===== config.mk =====
export PLATFORM = sky130hd
export DESIGN_NAME = json_number_lexer_unit_flat
export DESIGN_NICKNAME = d
export VERILOG_FILES = /design/src/jnl_pkg.sv /design/src/jnl_if.sv /design/src/json_number_lexer_unit.sv /design/src/flat_wrapper.sv
export SDC_FILE = /design/constraint.sdc
export NUM_CORES = 1
export LEC_CHECK = 0
export ABC_CLOCK_PERIOD_IN_PS = 6850
export BUFFER_PORTS_ARGS = -buffer_cell sky130_fd_sc_hd__buf_2
export CAP_MARGIN = 20
export CORE_ASPECT_RATIO = 0.5
export CORE_MARGIN = 2
export CORE_UTILIZATION = 40
export DETAILED_ROUTE_END_ITERATION = 10
export PLACE_DENSITY = 0.67
export SLEW_MARGIN = 40
export SYNTH_ARGS = -nofsm -noshare
export SYNTH_HDL_FRONTEND = slang
export SYNTH_SLANG_ARGS = --single-unit

===== constraint.sdc =====
create_clock -name i_clk -period 6.85 [get_ports i_clk]
set_input_delay 0.685 -clock i_clk [delete_from_list [all_inputs] [get_ports i_clk]]
set_output_delay 0.685 -clock i_clk [all_outputs]
set_load 0.01 [all_outputs]

===== src/jnl_pkg.sv =====
// ----------------------------------------------------------------------------
// JSON number lexer package
// Shared types, character codes and the lexer transition function.
// ----------------------------------------------------------------------------
package jnl_pkg;

    localparam int BUFFER_BYTES_DEF = 256;
    localparam int APB_ADDR_W       = 3;
    localparam int APB_DATA_W       = 32;

    // Register word indexes of the configuration port.
    localparam logic REG_MAX_LEN = 1'b0;

    localparam logic [7:0] MAX_LEN_RESET = 8'd255;

    // Character codes used by the grammar.
    localparam logic [7:0] CH_MINUS = 8'h2D;
    localparam logic [7:0] CH_PLUS  = 8'h2B;
    localparam logic [7:0] CH_DOT   = 8'h2E;
    localparam logic [7:0] CH_ZERO  = 8'h30;
    localparam logic [7:0] CH_NINE  = 8'h39;
    localparam logic [7:0] CH_E_LO  = 8'h65;
    localparam logic [7:0] CH_E_UP  = 8'h45;
    localparam logic [7:0] CH_SPACE = 8'h20;
    localparam logic [7:0] CH_CR    = 8'h0D;
    localparam logic [7:0] CH_LF    = 8'h0A;
    localparam logic [7:0] CH_TAB   = 8'h09;
    localparam logic [7:0] CH_COMMA = 8'h2C;
    localparam logic [7:0] CH_RBRK  = 8'h5D;
    localparam logic [7:0] CH_RBRC  = 8'h7D;

    typedef enum logic [3:0] {
        LX_IDLE   = 4'd0,
        LX_START  = 4'd1,
        LX_MINUS  = 4'd2,
        LX_ZERO   = 4'd3,
        LX_INT    = 4'd4,
        LX_FRAC0  = 4'd5,
        LX_FRAC   = 4'd6,
        LX_EXP0   = 4'd7,
        LX_EXPSGN = 4'd8,
        LX_EXP    = 4'd9,
        LX_BAD    = 4'd14,
        LX_DONE   = 4'd15
    } t_lex_state;

    typedef enum logic [2:0] {
        ST_BUSY    = 3'd0,
        ST_ACCEPT  = 3'd1,
        ST_BADCHAR = 3'd2,
        ST_TOOLONG = 3'd3,
        ST_EARLY   = 3'd4,
        ST_NOTOKEN = 3'd5
    } t_lex_status;

    function automatic logic is_digit(input logic [7:0] c);
        return (c >= CH_ZERO) && (c <= CH_NINE);
    endfunction

    function automatic logic is_term(input logic [7:0] c);
        return (c == CH_SPACE) || (c == CH_CR) || (c == CH_LF) || (c == CH_TAB) ||
               (c == CH_COMMA) || (c == CH_RBRK) || (c == CH_RBRC);
    endfunction

    function automatic logic is_exp_mark(input logic [7:0] c);
        return (c == CH_E_LO) || (c == CH_E_UP);
    endfunction

    // One step of the number grammar. LX_BAD rejects the byte, LX_DONE
    // means a terminator closed a complete number.
    function automatic t_lex_state next_lex(input t_lex_state s, input logic [7:0] c);
        t_lex_state nx;
        nx = LX_BAD;
        unique case (s)
            LX_START: begin
                if (c == CH_MINUS)     nx = LX_MINUS;
                else if (c == CH_ZERO) nx = LX_ZERO;
                else if (is_digit(c))  nx = LX_INT;
            end
            LX_MINUS: begin
                if (c == CH_ZERO)      nx = LX_ZERO;
                else if (is_digit(c))  nx = LX_INT;
            end
            LX_ZERO: begin
                if (c == CH_DOT)         nx = LX_FRAC0;
                else if (is_exp_mark(c)) nx = LX_EXP0;
                else if (is_term(c))     nx = LX_DONE;
            end
            LX_INT: begin
                if (is_digit(c))         nx = LX_INT;
                else if (c == CH_DOT)    nx = LX_FRAC0;
                else if (is_exp_mark(c)) nx = LX_EXP0;
                else if (is_term(c))     nx = LX_DONE;
            end
            LX_FRAC0: begin
                if (is_digit(c)) nx = LX_FRAC;
            end
            LX_FRAC: begin
                if (is_digit(c))         nx = LX_FRAC;
                else if (is_exp_mark(c)) nx = LX_EXP0;
                else if (is_term(c))     nx = LX_DONE;
            end
            LX_EXP0: begin
                if (is_digit(c))                           nx = LX_EXP;
                else if ((c == CH_PLUS) || (c == CH_MINUS)) nx = LX_EXPSGN;
            end
            LX_EXPSGN: begin
                if (is_digit(c)) nx = LX_EXP;
            end
            LX_EXP: begin
                if (is_digit(c))     nx = LX_EXP;
                else if (is_term(c)) nx = LX_DONE;
            end
            default: nx = LX_BAD;
        endcase
        return nx;
    endfunction

endpackage


===== src/jnl_if.sv =====
// ----------------------------------------------------------------------------
// JSON number lexer channels
// Valid/ready channels carrying input bytes and lexer results.
// ----------------------------------------------------------------------------
interface jnl_in_if;
    logic       valid;
    logic       ready;
    logic [7:0] char_byte;
    logic       token_start;
    logic       input_ended;

    modport source (output valid, char_byte, token_start, input_ended, input ready);
    modport sink   (input valid, char_byte, token_start, input_ended, output ready);
endinterface

interface jnl_out_if;
    logic       valid;
    logic       ready;
    logic [2:0] lex_status;
    logic [7:0] token_length;

    modport source (output valid, lex_status, token_length, input ready);
    modport sink   (input valid, lex_status, token_length, output ready);
endinterface


===== src/json_number_lexer_unit.sv =====
// ----------------------------------------------------------------------------
// JSON number lexer unit
// Validates one JSON number token a byte at a time and reports its outcome.
// ----------------------------------------------------------------------------
//
//  Channel   Dir   Handshake        Payload
//  i_in      in    valid / ready    char_byte, token_start, input_ended
//  o_out     out   valid / ready    lex_status, token_length
//  APB       in    psel / penable   max_token_length at word 0
//
// Every accepted item yields exactly one result item, held in the result
// register from the cycle after acceptance. One item can be accepted in every
// cycle, since the lexer state and length count update as the item is taken.
// The result register is the only stage; i_in.ready falls only while a result
// is held and the sink stalls. Reset is synchronous and active low and returns
// the lexer to idle with no token open and the length limit to 255.
//
module json_number_lexer_unit #(
    parameter int BUFFER_BYTES = jnl_pkg::BUFFER_BYTES_DEF
) (
    input  logic                          i_clk,
    input  logic                          i_rst_n,
    jnl_in_if.sink                        i_in,
    jnl_out_if.source                     o_out,
    input  logic                          psel,
    input  logic                          penable,
    input  logic                          pwrite,
    input  logic [jnl_pkg::APB_ADDR_W-1:0] paddr,
    input  logic [jnl_pkg::APB_DATA_W-1:0] pwdata,
    output logic [jnl_pkg::APB_DATA_W-1:0] prdata,
    output logic                          pready
);

    // The buffer holds the token plus one spare byte, so the usable length
    // never exceeds one less than its size.
    localparam logic [7:0] LIMIT_CAP = 8'(BUFFER_BYTES - 1);

    // Configuration register.
    logic [7:0] r_max_len;

    // Lexer state.
    jnl_pkg::t_lex_state r_state, n_state;
    logic [7:0]          r_count, n_count;

    // Result register.
    logic                 r_out_valid;
    jnl_pkg::t_lex_status r_out_status, n_status;
    logic [7:0]           r_out_len, n_len;

    logic                in_accept;
    logic                cfg_write;
    logic                tok_open;
    logic [7:0]          limit;
    jnl_pkg::t_lex_state base_state;
    logic [7:0]          base_count;
    jnl_pkg::t_lex_state step_state;

    // ------------------------------------------------------------------
    // Configuration port. The word index sits above the byte lane bits.
    // ------------------------------------------------------------------
    assign pready    = 1'b1;
    assign cfg_write = psel && penable && pwrite && pready;

    always_comb begin
        prdata = '0;
        if (paddr[2] == jnl_pkg::REG_MAX_LEN) begin
            prdata = {{(jnl_pkg::APB_DATA_W - 8){1'b0}}, r_max_len};
        end
    end

    always_ff @(posedge i_clk) begin
        if (!i_rst_n) begin
            r_max_len <= jnl_pkg::MAX_LEN_RESET;
        end else if (cfg_write && (paddr[2] == jnl_pkg::REG_MAX_LEN)) begin
            r_max_len <= pwdata[7:0];
        end
    end

    // ------------------------------------------------------------------
    // Handshake. A new byte is taken whenever the result register is free
    // or is being emptied in this very cycle.
    // ------------------------------------------------------------------
    assign i_in.ready = !r_out_valid || o_out.ready;
    assign in_accept  = i_in.valid && i_in.ready;

    assign tok_open = (r_state != jnl_pkg::LX_IDLE);
    assign limit    = (r_max_len > LIMIT_CAP) ? LIMIT_CAP : r_max_len;

    // A token start discards whatever was open and begins afresh with this
    // byte as the first character.
    assign base_state = i_in.token_start ? jnl_pkg::LX_START : r_state;
    assign base_count = i_in.token_start ? 8'd0 : r_count;
    assign step_state = jnl_pkg::next_lex(base_state, i_in.char_byte);

    // ------------------------------------------------------------------
    // Next state and result. End of input wins over a token start; every
    // outcome other than busy closes the token.
    // ------------------------------------------------------------------
    always_comb begin
        n_state  = r_state;
        n_count  = r_count;
        n_status = jnl_pkg::ST_NOTOKEN;
        n_len    = 8'd0;
        if (i_in.input_ended) begin
            n_state = jnl_pkg::LX_IDLE;
            if (tok_open) begin
                n_status = jnl_pkg::ST_EARLY;
                n_len    = r_count;
            end
        end else if (!i_in.token_start && !tok_open) begin
            n_state = jnl_pkg::LX_IDLE;
        end else begin
            n_count = base_count;
            n_len   = base_count;
            if (step_state == jnl_pkg::LX_BAD) begin
                n_status = jnl_pkg::ST_BADCHAR;
                n_state  = jnl_pkg::LX_IDLE;
            end else if (step_state == jnl_pkg::LX_DONE) begin
                n_status = jnl_pkg::ST_ACCEPT;
                n_state  = jnl_pkg::LX_IDLE;
            end else if (base_count >= limit) begin
                // The count stays where it is; the character is refused.
                n_status = jnl_pkg::ST_TOOLONG;
                n_state  = jnl_pkg::LX_IDLE;
            end else begin
                n_status = jnl_pkg::ST_BUSY;
                n_count  = base_count + 8'd1;
                n_len    = base_count + 8'd1;
                n_state  = step_state;
            end
        end
    end

    always_ff @(posedge i_clk) begin
        if (!i_rst_n) begin
            r_state <= jnl_pkg::LX_IDLE;
            r_count <= 8'd0;
        end else if (in_accept) begin
            r_state <= n_state;
            r_count <= n_count;
        end
    end

    // ------------------------------------------------------------------
    // Result register.
    // ------------------------------------------------------------------
    always_ff @(posedge i_clk) begin
        if (!i_rst_n) begin
            r_out_valid <= 1'b0;
        end else if (in_accept) begin
            r_out_valid <= 1'b1;
        end else if (o_out.ready) begin
            r_out_valid <= 1'b0;
        end
    end

    always_ff @(posedge i_clk) begin
        if (in_accept) begin
            r_out_status <= n_status;
            r_out_len    <= n_len;
        end
    end

    assign o_out.valid        = r_out_valid;
    assign o_out.lex_status   = r_out_status;
    assign o_out.token_length = r_out_len;

    // ------------------------------------------------------------------
    // Assertions
    // ------------------------------------------------------------------

    // A byte that leaves the token in progress must leave a token open.
    a_busy_keeps_open: assert property (@(posedge i_clk) disable iff (!i_rst_n)
        (in_accept && (n_status == jnl_pkg::ST_BUSY)) |=> (r_state != jnl_pkg::LX_IDLE))
        else $error("busy result without an open token");

    // End of input always closes the lexer.
    a_end_closes: assert property (@(posedge i_clk) disable iff (!i_rst_n)
        (in_accept && i_in.input_ended) |=> (r_state == jnl_pkg::LX_IDLE))
        else $error("token still open after end of input");

    // With no token open the reported length is zero.
    a_notoken_len: assert property (@(posedge i_clk) disable iff (!i_rst_n)
        (r_out_valid && (r_out_status == jnl_pkg::ST_NOTOKEN)) |-> (r_out_len == 8'd0))
        else $error("no-token result carries a length");

    // Every accepted item loads the result register.
    a_result_follows: assert property (@(posedge i_clk) disable iff (!i_rst_n)
        in_accept |=> r_out_valid)
        else $error("accepted item produced no result");

endmodule


===== src/flat_wrapper.sv =====
// flat-port wrapper written by rule: the top's interface ports become plain ports
module json_number_lexer_unit_flat 
#(
    parameter int BUFFER_BYTES = jnl_pkg::BUFFER_BYTES_DEF
)
  (i_clk, i_rst_n, psel, penable, pwrite, paddr, pwdata, prdata, pready, i_in_valid, i_in_char_byte, i_in_token_start, i_in_input_ended, i_in_ready, o_out_valid, o_out_lex_status, o_out_token_length, o_out_ready);
  jnl_in_if i_in_i ();
  jnl_out_if o_out_i ();
  input  logic i_clk;
  input  logic i_rst_n;
  input  logic psel;
  input  logic penable;
  input  logic pwrite;
  input  logic [jnl_pkg::APB_ADDR_W-1:0] paddr;
  input  logic [jnl_pkg::APB_DATA_W-1:0] pwdata;
  output logic [jnl_pkg::APB_DATA_W-1:0] prdata;
  output logic pready;
  input wire logic [$bits(i_in_i.valid)-1:0] i_in_valid;
  input wire logic [$bits(i_in_i.char_byte)-1:0] i_in_char_byte;
  input wire logic [$bits(i_in_i.token_start)-1:0] i_in_token_start;
  input wire logic [$bits(i_in_i.input_ended)-1:0] i_in_input_ended;
  output wire logic [$bits(i_in_i.ready)-1:0] i_in_ready;
  output wire logic [$bits(o_out_i.valid)-1:0] o_out_valid;
  output wire logic [$bits(o_out_i.lex_status)-1:0] o_out_lex_status;
  output wire logic [$bits(o_out_i.token_length)-1:0] o_out_token_length;
  input wire logic [$bits(o_out_i.ready)-1:0] o_out_ready;
  assign i_in_i.valid = i_in_valid;
  assign i_in_i.char_byte = i_in_char_byte;
  assign i_in_i.token_start = i_in_token_start;
  assign i_in_i.input_ended = i_in_input_ended;
  assign i_in_ready = i_in_i.ready;
  assign o_out_valid = o_out_i.valid;
  assign o_out_lex_status = o_out_i.lex_status;
  assign o_out_token_length = o_out_i.token_length;
  assign o_out_i.ready = o_out_ready;
  json_number_lexer_unit #(.BUFFER_BYTES(BUFFER_BYTES)) u_core (.i_clk(i_clk), .i_rst_n(i_rst_n), .i_in(i_in_i), .o_out(o_out_i), .psel(psel), .penable(penable), .pwrite(pwrite), .paddr(paddr), .pwdata(pwdata), .prdata(prdata), .pready(pready));
endmodule

==> results.ini <==
[run_status]
outcome = finished, final reports clean

[layout]
share_of_post_route_cells_with_drive_strength_above_1_pct = 17.9
net_total_in_the_final_layout = 418
n_antenna_cell = 0
utilization_pct = 46.9
area_growth_syn_to_layout_pct = 13.3
fill_cells = 610

[grt]
grt_max_degree = 25
overflow = 0
grt_pass1_vias = 2107
antenna_found_initial = 0
grt_first_pass_wirelength_um = 9920
gr-usage-all-layers_pct = 18.4

[floorplanning]
placeableCoreArea_um2 = 6080
die_h_um = 60.1
floorplan.initialDensity_pct = 41.4
chipWidth_um = 116
top_level_pins = 98
standard_cell_row_count = 20
design.die.area_um2 = 6990

[cts]
post_cts_hold_buffer_count = 0
cts_h_tree_depth = 2
clk_path_buf_depth = 2
clock_tree.root_cell = sky130_fd_sc_hd__clkbuf_16
cts_tree = yes
clock_sinks = 32
clk-insertion-delay-late_ns = 0.28
cts.repair.resized = 0
postCtsSetupRepairBufs = 0
numCtsBuffers = 5
cts.reportedPaths.clkPinSlew_ns = 0.05

[detailed_routing]
drt_pass1_iterations = 4
remaining_drc_errors = 0
wl_per_cell_um = 13.7
number_of_vias_in_the_routed_layout = 2382
drt_iter0_drc = 138
vias_per_cell = 5.34
detail_route.wirelength_um = 6120
ant_nets = 0

[synthesis]
yosys-top-cells-area = sky130_fd_sc_hd__dfxtp_1 (17%), sky130_fd_sc_hd__edfxtp_1 (13%), sky130_fd_sc_hd__buf_4 (7.5%)
yosys.cell_count.top_type = sky130_fd_sc_hd__nand2_1
postSynthCellCount = 323
syn_area_um2 = 2520
synth.yosys.warnings = 0
synth_enable_flop_cells = 11
postSynth.asyncResetShare_pct = 0
synth-seq-area-share_pct = 29.8
synthesis.area_per_instance_um2 = 7.80
ys_seq_elements = 32
synth_commonest_cells = sky130_fd_sc_hd__nand2_1 (39), sky130_fd_sc_hd__nor2_1 (26), sky130_fd_sc_hd__buf_4 (25)
yosys_most_used_dff = sky130_fd_sc_hd__dfxtp_1
synth_largest_area_cell = sky130_fd_sc_hd__dfxtp_1
yosys.cell_types.count = 51
synth_top_area_share_pct = 16.7

[sta]
fin_setup_tns_ns = 0
clock_skew_ns = 0.00569
max_slew_margin_pct = 59.3
final_min_period_over_clock_period_pct = 54.8
fmax_mhz = 266
setup_viol_count_final = 0
crit_path_time_final_ns = 3.75
fin_hold_viols = 0
unrepaired_setup_endpoints_after_global_routing = false
final-max-slew-violation-count = 0
timing_worst_slew_pin_value_ns = 0.609

[worst_hold_path]
min-delay-path-class = reg2reg

[worst_setup_path]
ff2ff_setup_slack_ns = 3.63
critical_path_arrival_ns = 3.86
critPathMaxFanout = 24
critical_path_class = in2reg
cp-start-kind = primary input
end_kind = register
worstPathRequired_ns = 6.96

[power]
power_density_nw_per_um2 = 190
vdd.ir_drop.worst_uv = 84.4
leakagePower_nw = 1.16

[placement]
portBuffers = 46
place.detailed.hpwl_um = 4500
gp_congestion = 0.851

[flow_run]
max_cap_violations = 0

-- layout by cell type (no fill, tap or decap), drive strengths merged, types with 2 or more instances in the layout --
cell | synthesis | layout
buf | 26 | 47
nand2 | 39 | 39
nor2 | 26 | 26
conb | 2 | 25
a21oi | 22 | 22
dfxtp | 21 | 21
inv | 17 | 17
o211ai | 14 | 14
nand3 | 12 | 12
nor3 | 12 | 12
o21ai | 12 | 12
edfxtp | 11 | 11
or4 | 9 | 9
a31oi | 9 | 9
ha | 9 | 9
nor2b | 7 | 7
nand2b | 6 | 6
clkbuf | 17 | 5
nor4 | 5 | 5
mux2i | 4 | 4
or2 | 4 | 4
clkinv | 1 | 3
o21a | 3 | 3
xnor2 | 3 | 3
a22oi | 3 | 3
or3 | 3 | 3
o32ai | 3 | 3
nand4 | 2 | 2
nor4b | 2 | 2
a211oi | 2 | 2
and3 | 2 | 2
a211o | 2 | 2
-- worst paths after layout --
kind,start,end,depth (start not counted)
hold reg to reg,u_core.r_count[1],u_core.r_count[1],2
setup reg to reg,u_core.r_state[2],u_core.o_out.token_length[4],8
hold / removal,u_core.r_count[1],u_core.r_count[1],2
setup / recovery,i_in_token_start,u_core.o_out.token_length[4],12
-- metal layers --
metal | track usage [%] | vias to the layer above | routed length, µm
li1 | - | 1179 | -
met1 | 22.7 | 1103 | 2800
met2 | 32.6 | 92 | 2850
met3 | 2.94 | 8 | 370
met4 | 7.65 | 0 | 100
met5 | 0 | - | 0
-- cells by family after synthesis --
family | synth area share [%]
simple gates | 28.7
compound gates | 20.2
buf+inv | 13.1
flops | 29.8
fa+ha+maj | 4.47
mux | 2.04
xor+xnor | 1.39
other cells | 0.298
-- power by group --
part,switching [mW],internal (mW),leakage [nW]
Sequential,0.00532,0.204,0.279
Combinational,0.0580,0.0289,0.803
Clock,0.0776,0.169,0.0789
Total,0.141,0.402,1.16
-- state kept, by name, summed over array words and instances (netlist names) --
signal,flops
u_core.o_out.token_length,8
u_core.r_count,8
u_core.o_out.lex_status,3
u_core.r_max_len,8
u_core.r_state,4
u_core.o_out.valid,1
-- area by class of cell --
type	instances	area, µm²	area share, %
multi-input cells	253	1520	53.4
flip-flops and latches	32	751	26.3
repair buffers	47	238	8.33
clock buffers	5	125	4.39
well taps	88	110	3.86
inverters	18	67.6	2.37
clock inverters	3	37.5	1.32
-- critical path, cell delays in order --
cell and delay [ns]:
sky130_fd_sc_hd__buf_2 0.40, sky130_fd_sc_hd__clkinv_1 0.41, sky130_fd_sc_hd__nand2_1 0.23, sky130_fd_sc_hd__ha_1 0.24
sky130_fd_sc_hd__nand2b_1 0.14, sky130_fd_sc_hd__nand3_1 0.07, sky130_fd_sc_hd__a21boi_0 0.08, sky130_fd_sc_hd__o211ai_1 0.16
sky130_fd_sc_hd__a21oi_1 0.17, sky130_fd_sc_hd__or2_1 0.49, sky130_fd_sc_hd__or4_1 0.54, sky130_fd_sc_hd__a31oi_1 0.23
-- through the flow --
step                      total power, mW  instances  hold slack, ns  setup WS, ns  cell area (µm²)
after global routing                0.567        446           0.524          2.85             2850
after CTS                           0.547        446           0.505          3.15             2850
after detailed placement            0.299        438           0.496          2.90             2690
after global placement              0.297        438           0.486          2.88             2690
final                               0.543        446           0.504          3.10             2850
after floorplan                     0.283        346           0.458          3.70             2610
No activity file was read; power rests on OpenSTA's default activity.
